### src/design/lph_pkg.sv
// Shared widths, codes and control/status types of the linear probing hash table.
`default_nettype none

package lph_pkg;

    localparam int KEY_W      = 32;
    localparam int PAY_W      = 32;
    localparam int OPC_W      = 2;
    localparam int STAT_W     = 3;
    localparam int BUCKET_W   = 11;
    localparam int HOME_W     = 11;
    localparam int CFG_IDX_W  = 2;
    localparam int CFG_DATA_W = 32;

    // Command codes.
    localparam logic [OPC_W-1:0] OP_CLEAR  = 2'd0;
    localparam logic [OPC_W-1:0] OP_INSERT = 2'd1;
    localparam logic [OPC_W-1:0] OP_PROBE  = 2'd2;

    // Result status codes.
    localparam logic [STAT_W-1:0] ST_MATCH    = 3'd0;
    localparam logic [STAT_W-1:0] ST_NOMATCH  = 3'd1;
    localparam logic [STAT_W-1:0] ST_INSERTED = 3'd2;
    localparam logic [STAT_W-1:0] ST_FULL     = 3'd3;
    localparam logic [STAT_W-1:0] ST_CLEARED  = 3'd4;
    localparam logic [STAT_W-1:0] ST_TRUNC    = 3'd5;

    // Configuration register indexes.
    localparam logic [CFG_IDX_W-1:0] CFG_HASH_FACTOR  = 2'd0;
    localparam logic [CFG_IDX_W-1:0] CFG_BUCKET_COUNT = 2'd1;
    localparam logic [CFG_IDX_W-1:0] CFG_EMPTY_KEY    = 2'd2;
    localparam logic [CFG_IDX_W-1:0] CFG_UNIQUE_KEYS  = 2'd3;

    localparam logic [KEY_W-1:0]    HASH_FACTOR_RST  = 32'd2654435761;
    localparam logic [BUCKET_W-1:0] BUCKET_COUNT_RST = 11'd512;

    // floor(x / 5) = (x * 52429) >> 18 for every x below 2^18.
    localparam logic [15:0] DIV5_MUL   = 16'd52429;
    localparam int          DIV5_SHIFT = 18;

    typedef enum logic [1:0] {
        RD_HOME,
        RD_IDX,
        RD_NEXT
    } lph_rd_sel_t;

    typedef struct packed {
        logic              load;
        logic              idx_home;
        logic              idx_clear;
        logic              idx_inc;
        lph_rd_sel_t       rd_sel;
        logic              wr_insert;
        logic              wr_clear;
        logic              cnt_clear;
        logic              cnt_inc;
        logic              pend_load;
        logic              emit;
        logic              emit_pend;
        logic [STAT_W-1:0] emit_status;
        logic              emit_last;
    } lph_ctl_t;

    typedef struct packed {
        logic [OPC_W-1:0] cmd_opcode;
        logic [OPC_W-1:0] op;
        logic             home_ok;
        logic             at_end;
        logic             at_depth_end;
        logic             slot_empty;
        logic             slot_match;
        logic             cnt_full;
        logic             have_pend;
        logic             unique_keys;
        logic             out_free;
    } lph_sts_t;

endpackage

`default_nettype wire

### src/design/lph_ctrl.sv
// Controller: sequences clear sweeps, hashing and the slot walks of insert and probe.
`default_nettype none

module lph_ctrl
    import lph_pkg::*;
(
    input  wire logic     clk,
    input  wire logic     rst_n,
    input  wire logic     cmd_valid,
    output logic          cmd_ready,
    input  wire lph_sts_t sts,
    output lph_ctl_t      ctl
);
    typedef enum logic [2:0] {
        S_IDLE,
        S_HASH,
        S_HOME,
        S_START,
        S_WALK,
        S_FLUSH,
        S_CLEAR
    } state_t;

    state_t state_reg;
    state_t state_next;

    always_ff @(posedge clk or negedge rst_n)
    begin
        if (!rst_n)
        begin
            state_reg <= S_IDLE;
        end
        else
        begin
            state_reg <= state_next;
        end
    end

    assign cmd_ready = state_reg == S_IDLE;

    always_comb
    begin
        state_next = state_reg;
        ctl        = '0;
        ctl.rd_sel = RD_IDX;

        unique case (state_reg)
            S_IDLE:
            begin
                if (cmd_valid)
                begin
                    unique case (sts.cmd_opcode)
                        OP_CLEAR:
                        begin
                            ctl.load      = 1'b1;
                            ctl.idx_clear = 1'b1;
                            state_next    = S_CLEAR;
                        end
                        OP_INSERT, OP_PROBE:
                        begin
                            ctl.load   = 1'b1;
                            state_next = S_HASH;
                        end
                        default:
                        begin
                            // An unused opcode is dropped without a result.
                            state_next = S_IDLE;
                        end
                    endcase
                end
            end

            S_HASH:
            begin
                state_next = S_HOME;
            end

            S_HOME:
            begin
                state_next = S_START;
            end

            S_START:
            begin
                ctl.cnt_clear = 1'b1;
                if (sts.home_ok)
                begin
                    ctl.idx_home = 1'b1;
                    ctl.rd_sel   = RD_HOME;
                    state_next   = S_WALK;
                end
                else if (sts.out_free)
                begin
                    ctl.emit        = 1'b1;
                    ctl.emit_status = (sts.op == OP_INSERT) ? ST_FULL : ST_NOMATCH;
                    ctl.emit_last   = 1'b1;
                    state_next      = S_IDLE;
                end
            end

            S_WALK:
            begin
                // The walk only moves while the result register can take an item,
                // so every branch below may emit in this cycle.
                if (sts.out_free)
                begin
                    if (sts.op == OP_INSERT)
                    begin
                        if (sts.slot_empty)
                        begin
                            ctl.wr_insert   = 1'b1;
                            ctl.emit        = 1'b1;
                            ctl.emit_status = ST_INSERTED;
                            ctl.emit_last   = 1'b1;
                            state_next      = S_IDLE;
                        end
                        else if (sts.at_end)
                        begin
                            ctl.emit        = 1'b1;
                            ctl.emit_status = ST_FULL;
                            ctl.emit_last   = 1'b1;
                            state_next      = S_IDLE;
                        end
                        else
                        begin
                            ctl.idx_inc = 1'b1;
                            ctl.rd_sel  = RD_NEXT;
                        end
                    end
                    else
                    begin
                        if (sts.slot_empty)
                        begin
                            if (sts.have_pend)
                            begin
                                state_next = S_FLUSH;
                            end
                            else
                            begin
                                ctl.emit        = 1'b1;
                                ctl.emit_status = ST_NOMATCH;
                                ctl.emit_last   = 1'b1;
                                state_next      = S_IDLE;
                            end
                        end
                        else if (sts.slot_match && sts.cnt_full)
                        begin
                            // One match too many: the held match closes the item.
                            ctl.emit        = 1'b1;
                            ctl.emit_pend   = 1'b1;
                            ctl.emit_status = ST_TRUNC;
                            ctl.emit_last   = 1'b1;
                            state_next      = S_IDLE;
                        end
                        else if (sts.slot_match)
                        begin
                            // A match is held back until the walk shows whether it is last.
                            if (sts.have_pend)
                            begin
                                ctl.emit        = 1'b1;
                                ctl.emit_pend   = 1'b1;
                                ctl.emit_status = ST_MATCH;
                            end
                            ctl.pend_load = 1'b1;
                            ctl.cnt_inc   = 1'b1;
                            if (sts.unique_keys || sts.at_end)
                            begin
                                state_next = S_FLUSH;
                            end
                            else
                            begin
                                ctl.idx_inc = 1'b1;
                                ctl.rd_sel  = RD_NEXT;
                            end
                        end
                        else if (sts.at_end)
                        begin
                            if (sts.have_pend)
                            begin
                                state_next = S_FLUSH;
                            end
                            else
                            begin
                                ctl.emit        = 1'b1;
                                ctl.emit_status = ST_NOMATCH;
                                ctl.emit_last   = 1'b1;
                                state_next      = S_IDLE;
                            end
                        end
                        else
                        begin
                            ctl.idx_inc = 1'b1;
                            ctl.rd_sel  = RD_NEXT;
                        end
                    end
                end
            end

            S_FLUSH:
            begin
                if (sts.out_free)
                begin
                    ctl.emit        = 1'b1;
                    ctl.emit_pend   = 1'b1;
                    ctl.emit_status = ST_MATCH;
                    ctl.emit_last   = 1'b1;
                    state_next      = S_IDLE;
                end
            end

            S_CLEAR:
            begin
                ctl.wr_clear = 1'b1;
                if (!sts.at_depth_end)
                begin
                    ctl.idx_inc = 1'b1;
                end
                else if (sts.out_free)
                begin
                    ctl.emit        = 1'b1;
                    ctl.emit_status = ST_CLEARED;
                    ctl.emit_last   = 1'b1;
                    state_next      = S_IDLE;
                end
            end

            default:
            begin
                state_next = S_IDLE;
            end
        endcase
    end
endmodule

`default_nettype wire

### config.mk
export PLATFORM = sky130hd
export DESIGN_NAME = lph_ctrl
export DESIGN_NICKNAME = d
export VERILOG_FILES = /design/src/design/lph_pkg.sv /design/src/design/lph_ctrl.sv
export SDC_FILE = /design/constraint.sdc
export NUM_CORES = 1
export LEC_CHECK = 0
export ABC_AREA = 1
export CAP_MARGIN = 25
export CELL_PAD_IN_SITES_DETAIL_PLACEMENT = 1
export CELL_PAD_IN_SITES_GLOBAL_PLACEMENT = 1
export CORE_AREA = 3 3 45 47
export CTS_CLUSTER_DIAMETER = 30
export CTS_CLUSTER_SIZE = 14
export DETAILED_ROUTE_END_ITERATION = 16
export DIE_AREA = 0 0 48 50
export DONT_BUFFER_PORTS = 1
export PLACE_DENSITY = 0.79
export SYNTH_ARGS = -nofsm -noshare
export SYNTH_HDL_FRONTEND = slang
export SYNTH_SLANG_ARGS = --single-unit
### constraint.sdc
create_clock -name clk -period 1.9 [get_ports clk]
set_input_delay 0.095 -clock clk [delete_from_list [all_inputs] [get_ports clk]]
set_output_delay 0.095 -clock clk [all_outputs]
set_load 0.01 [all_outputs]
==> results of run 1 <==
## power by group through the flow
stage	Clock [W]	Sequential, W	Combinational [W]
floorplan	0	0.000147	0.000482
global placement	0	0.000193	0.000506
detailed placement	0	0.000200	0.000533
CTS	0.000114	0.000198	0.000538
global route	0.000122	0.000210	0.000608
finish	0.000109	0.000203	0.000534
## per-layer routing
layer | vias to the layer above | global-route usage [%] | share of wire (%)
li1 | 404 | - | -
met1 | 364 | 18.52 | 41
met2 | 22 | 34.58 | 55
met3 | 0 | 2.555 | 4.8
met4 | 0 | 5.830 | 0
met5 | - | 0 | 0
## cell type report
class | instances | area [µm²] | area share, %
Clock buffer | 4 | 26.28 | 3.608
Multi-Input combinational cell | 95 | 493.0 | 67.70
Timing Repair Buffer | 1 | 10.01 | 1.375
Inverter | 27 | 101.3 | 13.92
Tap cell | 17 | 21.27 | 2.921
Sequential cell | 3 | 76.32 | 10.48
## through the flow
stage	utilization [%]	cell area, µm²	std cells
5_1_grt	43.11	728.2	147
6_report	43.11	728.2	147
4_1_cts	42.89	724.4	147
3_5_place_dp	40.74	688.2	142
3_3_place_gp	40.74	688.2	142
2_1_floorplan	-	685.7	127
## kinds of logic after synthesis
group / after synthesis / synth area share [%]
AND/OR/NAND/NOR: 77 / 53.65
adder cells (fa/ha/maj): 3 / 5.475
AO/OA/AOI/OAI: 15 / 12.41
buffers and inverters: 29 / 17.52
flip-flops: 3 / 10.95
## cells in the mapped netlist
cell type  number  area share, %
buf_4           1            1.1
clkinv_1        1           0.55
buf_6           1            1.6
nor2_2          1           0.91
nand3b_1        1            1.1
nand2_4         2            3.3
o21ai_0         3            2.2
nand3_1        13            9.5
nor2_8          1            2.9
o211ai_1        3            3.3
inv_2           7            3.8
nand2_1        35             19
nand3_2         1            1.5
inv_1          19             10
dfrtp_1         3             11
nor2_1         16            8.8
nand2_2         2            1.8
ha_1            3            5.5
nor3_2          1            1.5
o21ai_1         3            2.2
o31ai_1         1            1.1
a21oi_1         5            3.6
nand4_1         2            1.8
nor3_1          2            1.5
## path summary, 6_finish.rpt
path,startpoint,end,slack (ns),cells past startpoint
setup / recovery,state_reg[0]$_DFFE_PN0P_,ctl[16],0.22,5
max in group asynchronous,rst_n,state_reg[2]$_DFFE_PN0P_,1.63,1
hold / removal,rst_n,state_reg[0]$_DFFE_PN0P_,0.11,1
min in group clk,sts[0],state_reg[0]$_DFFE_PN0P_,0.11,3
setup reg to reg,state_reg[0]$_DFFE_PN0P_,state_reg[2]$_DFFE_PN0P_,0.56,7
hold reg to reg,state_reg[2]$_DFFE_PN0P_,state_reg[2]$_DFFE_PN0P_,0.71,2
## worst max-delay path: cells and delay by family, from the launching register on
kind | cells | cell delay, ns
and+or+nand+nor | 3 | 0.64
buffers and inverters | 2 | 0.23
DFF | 1 | 0.49
## what timing repair did
| action | CTS | global route |
|---|---|---|
| setup endpoints to repair | 0 | 2 |
| hold endpoints to repair | 3 | 0 |
| hold buffers | 1 | 0 |
| gates resized for setup | 0 | 2 |
==> summary.md, run 1 <==
| Metric | Value |
|---|---|
| FP Rows | 15 |
| Total congestion overflow | 0 |
| Max reg flops | 3 |
| GRT Overall Usage | between 10% and 20% |
| Drt wl/cell | around 14 µm |
| CTS buffer count | 3 |
| Flops & latches, synth | 3 |
| Least-Margin Pin Slew | 0.4452 ns |
| Ratio of cells with drive above 1 in the final layout | 15.38% |
| Hold slack | ~0.11 ns |
| Static Leakage | about 0.44 nW |
| Max transition margin | 70.06% |
| Hold Vio Cnt, Final | 0 |
| DR DRC count | 0 |
| Skew-Pair Late Insertion Delay | 0.23 ns |
| Syn-to-layout area delta | 6.204% |
| Most frequent cells in the layout | 35 x nand2_1, 19 x inv_1, 15 x nor2_1 |
| Total power draw | about 0.00085 W |
| CP max-delay cell | dfrtp_1 |
| IO Pins | 34 |
| Tmin final | 1.678 ns |
| CP Cell Sequence | inv_2, nand2_1, nor2_2, inv_1, nor3_1 |
| FILL cells | 252 |
| Req. time, crit path | 1.80 ns |
| Kind of start point of the critical path | flip-flop |
| Core box area | 0.001689 mm² |
| Setup repair after global routing missed its margin | no |
| P per Cell Area | around 1200 mW/mm² |
| First-pass GRT wire length | roughly 3300 µm |
| Max Root-Sink Buffers | 2 |
| Final period utilization | 88.30% |
| Synthesized area | 685.7 µm² |
| Clock Root Buffer | clkbuf_4 |
| Worst min path class | in -> async |
| Worst clock skew | 0.0006782 ns |
| CP Class | reg -> out |
| CP max stage delay | roughly 0.49 ns |
| CTS tree | done |
| Vias post-DR | 790 |
| Ant diodes | 0 |
| Antenna violations before repair | 0 |
| Fin. max-slew vios | 0 |
| FMAX | between 500 and 600 MHz |
| Setup WS pre-CTS | 0.3247 ns |
| First DRT Iteration DRCs | 10 |
| RePlAce Congestion | 0.8187 |
| Most common cell after layout, fill and taps aside | nand2_1 |
| TNS Setup | 0 ns |
| Pint | 0.0003454 W |
| Cell count after synthesis | 127 |
| Setup Viol. Count Final | 0 |
| Worst vdd ir | approximately 0.7 mV |
| Sequential area share after synthesis | 10.95% |
| Via-to-Cell Ratio | 5.374 |
| Drt pass-1 iters | 4 |
| Post CTS Setup Buffer Count | 0 |
| Die H | 50 µm |
| Distinct cells, synth | 24 |
| Dpl hpwl | around 1800 µm |
| Clock share of power | 12.9% |
| Number of global-route vias before repair | 828 |
| Status | finished, final reports clean |
| Clock transition at path regs | 0.04 ns |
| Arrival @ worst endpoint | 1.58 ns |
| Largest net degree at the start of global routing | 10 |
| Max-Cap Viols | 0 |
| Die Wd | 48 µm |
| Setup WS post-layout | 0.2222 ns |
| Sink Count | 3 |
| Syn nets | roughly 150 |
| Gate power share | 63.1% |
| Post-DRT Antenna Nets | 0 |
| Switch share | 59.16% |
| Total wire length | a little over 2000 µm |
| Final nets | 150 |
| Initial Util | between 40% and 50% |
| CP Max Fanout | 6 |
| Htree depth | 1 |
| Sequential fraction of design power | 24.0% |
| Die ar. | roughly 0.0024 mm² |
| Syn avg cell area | ~5.4 µm² |
| Crit. End Element | primary output |
| Synth Warn # | 0 |
| Sw power | roughly 0.0005 W |
| PortBufs | 0 |
Note: power is estimated with default switching activity, not from simulation.
==> run 2, diff against run 1 <==
--- a/config.mk
+++ b/config.mk
@@ -9,13 +9,13 @@
 export CAP_MARGIN = 25
 export CELL_PAD_IN_SITES_DETAIL_PLACEMENT = 1
 export CELL_PAD_IN_SITES_GLOBAL_PLACEMENT = 1
-export CORE_AREA = 3 3 45 47
+export CORE_AREA = 3 3 49 51
 export CTS_CLUSTER_DIAMETER = 30
 export CTS_CLUSTER_SIZE = 14
 export DETAILED_ROUTE_END_ITERATION = 16
-export DIE_AREA = 0 0 48 50
+export DIE_AREA = 0 0 52 54
 export DONT_BUFFER_PORTS = 1
-export PLACE_DENSITY = 0.79
+export PLACE_DENSITY = 0.7
 export SYNTH_ARGS = -nofsm -noshare
 export SYNTH_HDL_FRONTEND = slang
 export SYNTH_SLANG_ARGS = --single-unit
==> constraint.sdc (replaced) <==
create_clock -name clk -period 1.5 [get_ports clk]
set_input_delay 0.075 -clock clk [delete_from_list [all_inputs] [get_ports clk]]
set_output_delay 0.075 -clock clk [all_outputs]
set_load 0.01 [all_outputs]
==> summary.md, run 2 (synthesized netlist as in run 1, its figures left out) <==
| Metric | Value |
|---|---|
| Largest net degree at the start of global routing | 9 |
| FILL cells | roughly 270 |
| TNS Setup | 0 ns |
| CTS buffer count | 3 |
| Switch share | 52.60% |
| Die H | approximately 54 µm |
| Setup Viol. Count Final | 0 |
| Antenna violations before repair | 0 |
| CP max-delay cell | dfrtp_2 |
| Vias post-DR | 891 |
| Arrival @ worst endpoint | 1.41 ns |
| Req. time, crit path | 1.42 ns |
| Initial Util | 34.60% |
| Worst Setup SP | state_reg[1]$_DFFE_PN0P_ |
| FP Rows | 16 |
| CP Class | reg -> out |
| CP Max Fanout | 6 |
| Storage cell area | roughly 79 µm² |
| Ratio of cells with drive above 1 in the final layout | 34.93% |
| Syn-to-layout area delta | 35.40% |
| Kind of start point of the critical path | flip-flop |
| Pint | 0.0007141 W |
| Total congestion overflow | 0 |
| Multi-input gate area | ~560 µm² |
| Core box area | 0.001982 mm² |
| Dpl hpwl | 1823 µm |
| Gate power share | 74.4% |
| Die Wd | 52 µm |
| Max-Cap Viols | 0 |
| Least-Margin Pin Slew | ~0.48 ns |
| Max reg flops | 3 |
| Clock transition at path regs | 0.04 ns |
| P per Cell Area | 1623 mW/mm² |
| Drt pass-1 iters | 4 |
| PortBufs | 0 |
| Placed Area | 745.7 µm² |
| Fin. max-slew vios | 0 |
| Worst clock skew | ~0.0046 ns |
| Min-Delay Startpoint | sts[0] |
| Final period utilization | 98.90% |
| CP Cell Sequence | nor2_4, nand2_2, inv_2, o21ai_2, nand3b_1, nand2_2 |
| Ant diodes | 0 |
| Sink Count | 3 |
| Design area | 928.4 µm² |
| Via-to-Cell Ratio | 5.150 |
| Sw power | between 0.0007 and 0.0008 W |
| CTS tree | done |
| IO Pins | 34 |
| First DRT Iteration DRCs | 22 |
| Max transition margin | 68.05% |
| Crit. End Element | primary output |
| Hold Vio Cnt, Final | 0 |
| Total power draw | 0.001507 W |
| GRT Overall Usage | approximately 18% |
| Most common cell after layout, fill and taps aside | nand2_1 |
| Post-DRT Antenna Nets | 0 |
| FMAX | about 670 MHz |
| Sequential fraction of design power | between 10% and 20% |
| Clock share of power | 9.4% |
| Static Leakage | 0.5330 nW |
| Worst min path class | in -> reg |
| Number of global-route vias before repair | 801 |
| Most frequent cells in the layout | 32 x nand2_1, 18 x inv_1, 16 x buf_4 |
| Total wire length | 2674 µm |
| Clock Root Buffer | clkbuf_4 |
| Drt wl/cell | 15.46 µm |
| Skew-Pair Late Insertion Delay | 0.24 ns |
| First-pass GRT wire length | 3663 µm |
| Max Root-Sink Buffers | 2 |
| Most used cell, CP | nand2_2 |
| Die ar. | 0.002808 mm² |
| Worst vdd ir | 0.9478 mV |
| Setup WS pre-CTS | approximately 0.15 ns |
| DR DRC count | 0 |
| Crit Reg-Reg Startpoint | state_reg[1]$_DFFE_PN0P_ |
| Setup WS post-layout | 0.01656 ns |
| Status | finished, final reports clean |
| RePlAce Congestion | 0.8650 |
| Htree depth | 1 |
| Setup repair after global routing missed its margin | yes |
| Final nets | roughly 170 |
| Tmin final | 1.483 ns |
| CP max stage delay | roughly 0.47 ns |
## run 2: changes by cell type in the layout (fill, tap and decap cells not counted), sizes merged
cell / before / now
buf: 0 / 16
## run 2: power groups by stage
stage	logic (W)	clock network (W)	registers, W
after floorplan	0.000611	0	0.000186
after global placement	0.000732	0	0.000222
after detailed placement	0.000759	0	0.000225
after CTS	0.000812	0.000149	0.000237
after global routing	0.00123	0.000160	0.000245
final	0.00112	0.000142	0.000244
## run 2: stage by stage
step,utilization (%),hold WS [ns],instances
6_report,46.84,0.07301,173
5_1_grt,46.84,0.09139,173
4_1_cts,40.85,0.06088,164
3_5_place_dp,37.63,-0.2205,158
3_3_place_gp,37.63,-0.2205,158
2_1_floorplan,-,-0.2206,127
## run 2: path summary, 6_finish.rpt
kind	cells past startpoint	slack (ns)	endpoint
max	6	0.02	ctl[5]
min	3	0.07	state_reg[0]$_DFFE_PN0P_
max reg2reg	9	0.15	state_reg[1]$_DFFE_PN0P_
min reg2reg	3	0.74	state_reg[2]$_DFFE_PN0P_
max in group asynchronous	1	1.23	state_reg[2]$_DFFE_PN0P_
min in group asynchronous	1	0.10	state_reg[0]$_DFFE_PN0P_
## run 2: layout make-up
cell class              count  share of cell area, %
well taps                  27                  3.639
inverters                  27                  10.92
flip-flops and latches      3                  8.491
multi-input cells          95                  60.11
clock buffers               4                  2.830
repair buffers             17                  14.02
## run 2: layer usage
metal | global-route usage, % | part of all wire (%) | up-vias
met4 | 4.803 | 2.5 | 0
met2 | 30.33 | 48 | 32
met1 | 22.09 | 45 | 416
li1 | - | - | 437
met3 | 4.155 | 4.1 | 6
met5 | 0 | 0 | -
## run 2: repair_timing
item,CTS,global route
hold buffers,1,0
pin swaps,0,5
resized for setup,8,14
setup buffers,1,9
endpoints found under the setup margin,7,8
endpoints found under the hold margin,3,0
## run 2: worst max-delay path, delay by kind of cell, from the launching register on
family	cells	cell delay, ns
buf+inv	1	0.10
compound gates	1	0.07
simple gates	4	0.53
flops	1	0.47
==> run 3, diff against run 2 <==
--- a/config.mk
+++ b/config.mk
@@ -9,13 +9,13 @@
 export CAP_MARGIN = 25
 export CELL_PAD_IN_SITES_DETAIL_PLACEMENT = 1
 export CELL_PAD_IN_SITES_GLOBAL_PLACEMENT = 1
-export CORE_AREA = 3 3 49 51
+export CORE_AREA = 3 3 47 49
 export CTS_CLUSTER_DIAMETER = 30
 export CTS_CLUSTER_SIZE = 14
 export DETAILED_ROUTE_END_ITERATION = 16
-export DIE_AREA = 0 0 52 54
+export DIE_AREA = 0 0 50 52
 export DONT_BUFFER_PORTS = 1
-export PLACE_DENSITY = 0.7
+export PLACE_DENSITY = 0.73
 export SYNTH_ARGS = -nofsm -noshare
 export SYNTH_HDL_FRONTEND = slang
 export SYNTH_SLANG_ARGS = --single-unit
==> constraint.sdc (replaced) <==
create_clock -name clk -period 1.4 [get_ports clk]
set_input_delay 0.07 -clock clk [delete_from_list [all_inputs] [get_ports clk]]
set_output_delay 0.07 -clock clk [all_outputs]
set_load 0.01 [all_outputs]
==> summary.md, run 3 (synthesized netlist as in run 1, its figures left out) <==
| Metric | Value |
|---|---|
| Worst clock skew | 0.001685 ns |
| First-pass GRT wire length | ~4300 µm |
| RePlAce Congestion | 0.8916 |
| Skew-Pair Late Insertion Delay | 0.23 ns |
| CTS buffer count | 3 |
| Setup Viol. Count Final | 6 |
| Status | finished with violations |
| CP Max Fanout | 5 |
| Violated checks | setup timing |
| Ratio of cells with drive above 1 in the final layout | a little under half |
| Tmin final | approximately 1.5 ns |
| Setup repair after global routing missed its margin | yes |
| Crit. End Element | primary output |
| Worst min path class | in -> async |
| Sink Count | 3 |
| Clock transition at path regs | 0.04 ns |
| Htree depth | 1 |
| Drt wl/cell | roughly 17 µm |
| Via-to-Cell Ratio | 5.335 |
| Most common cell after layout, fill and taps aside | nand2_1 |
| Syn-to-layout area delta | 65.69% |
| Kind of start point of the critical path | flip-flop |
| Top Family by Delay on Critical Path | simple AND/OR/NAND/NOR gates |
| Total congestion overflow | 0 |
| Hold Vio Cnt, Final | 0 |
| Storage cell area | between 70 and 80 µm² |
| CTS tree | done |
| Multi-input gate area | around 660 µm² |
| DR DRC count | 0 |
| First DRT Iteration DRCs | 9 |
| Initial Util | 36.05% |
| IO Pins | 34 |
| CP Class | reg -> out |
| Final nets | 175 |
| FMAX | around 670 MHz |
| Clock Root Buffer | clkbuf_4 |
| Core box area | 0.001902 mm² |
| Finished Layout Cells | between 150 and 200 |
| Max Root-Sink Buffers | 2 |
| Ant diodes | 0 |
| Largest net degree at the start of global routing | 9 |
| Die ar. | 0.002600 mm² |
| Placed Cells | 158 |
| CP Cell Sequence | buf_4, nor3_4, nand3_2, nand2_2, nor2_4, nand2_2 |
| Die Wd | 50 µm |
| Buf/Inv on CP | 1 |
| Antenna violations before repair | 0 |
| Fin util | between 50% and 60% |
| Most frequent cells in the layout | 27 x nand2_1, 19 x buf_4, 17 x inv_1 |
| TNS Setup | -0.2580 ns |
| Max transition margin | 71.38% |
| Die H | 52 µm |
| Fin. max-slew vios | 0 |
| Max reg flops | 3 |
| Post-DRT Antenna Nets | 0 |
| Dpl hpwl | 1875 µm |
| FP Rows | 16 |
| Most used cell, CP | nand2_2 |
| Worst vdd ir | 1.009 mV |
| Number of global-route vias before repair | roughly 1000 |
| CP max stage delay | between 0.4 and 0.5 ns |
| CP max-delay cell | dfrtp_2 |
| FILL cells | 255 |
| GRT Overall Usage | 21.52% |
| Vias post-DR | 971 |
| Setup WS post-layout | -0.08722 ns |
| Max-Cap Viols | 0 |
| Least-Margin Pin Slew | 0.4283 ns |
| Static Leakage | approximately 0.63 nW |
| P per Cell Area | around 1700 mW/mm² |
| Drt pass-1 iters | 4 |
| Arrival @ worst endpoint | 1.42 ns |
| PortBufs | 0 |
| Req. time, crit path | 1.33 ns |
| Final period utilization | 106.2% |
| Total wire length | 3099 µm |
-- run 3: changes by cell type in the layout (fill, tap and decap cells not counted), moves of 2 or more --
cell | previous run | this run
buf_6 | 0 | 5
nand2_1 | 32 | 27
nor2_1 | 13 | 11
buf_4 | 16 | 19
nand3_1 | 12 | 8
nor2_4 | 3 | 5
nand2_4 | 2 | 6
nand3_2 | 1 | 5
-- run 3: cell type report --
class | count | share of cell area [%]
Clock buffer | 4 | 2.313
Inverter | 27 | 9.581
Timing Repair Buffer | 26 | 20.15
Multi-Input combinational cell | 95 | 58.04
Tap cell | 27 | 2.974
Sequential cell | 3 | 6.938
-- run 3: through the flow --
step	setup slack (ns)	hold slack, ns	instance area (µm²)	power, W
floorplan	0.1041	-0.2256	685.7	0.0008542
detailed placement	0.009364	-0.2255	745.7	0.001058
finish	-0.08722	0.08918	1136	0.001979
global placement	0.1087	-0.2255	745.7	0.001020
CTS	-0.03353	0.07741	953.4	0.001633
global route	-0.1524	0.08258	1136	0.002111
-- run 3: timing repair --
action / CTS / global route
endpoints found under the setup margin: 13 / 15
pin swaps: 6 / 11
setup buffers: 11 / 8
resized for setup: 24 / 30
hold endpoints to repair: 3 / 0
hold buffers: 1 / 0
-- run 3: report_power, final --
group          internal [W]  switching, W  leakage [nW]
Sequential         0.000143     0.0000984        0.0340
Combinational      0.000701      0.000888         0.576
Clock              0.000107     0.0000430        0.0150
-- run 3: path summary, 6_finish.rpt --
check                                    startpoint                        to  slack, ns  cells after the start
max                        state_reg[0]$_DFFE_PN0P_                    ctl[5]      -0.09                      6
min in group clk                             sts[0]  state_reg[0]$_DFFE_PN0P_       0.15                      4
max in group asynchronous                     rst_n  state_reg[2]$_DFFE_PN0P_       1.15                      1
min reg2reg                state_reg[2]$_DFFE_PN0P_  state_reg[2]$_DFFE_PN0P_       0.76                      3
max reg2reg                state_reg[1]$_DFFE_PN0P_  state_reg[0]$_DFFE_PN0P_      -0.02                      6
min                                           rst_n  state_reg[1]$_DFFE_PN0P_       0.09                      1
-- run 3: routing by layer --
layer	up-vias	routed length, µm	part of all wire (%)	GRT usage, %
met5	-	0	0	0
met4	0	120	3.9	8.295
met3	10	156	5.0	3.725
met2	39	1742	56	42.83
met1	463	1080	35	21.82
li1	459	-	-	-
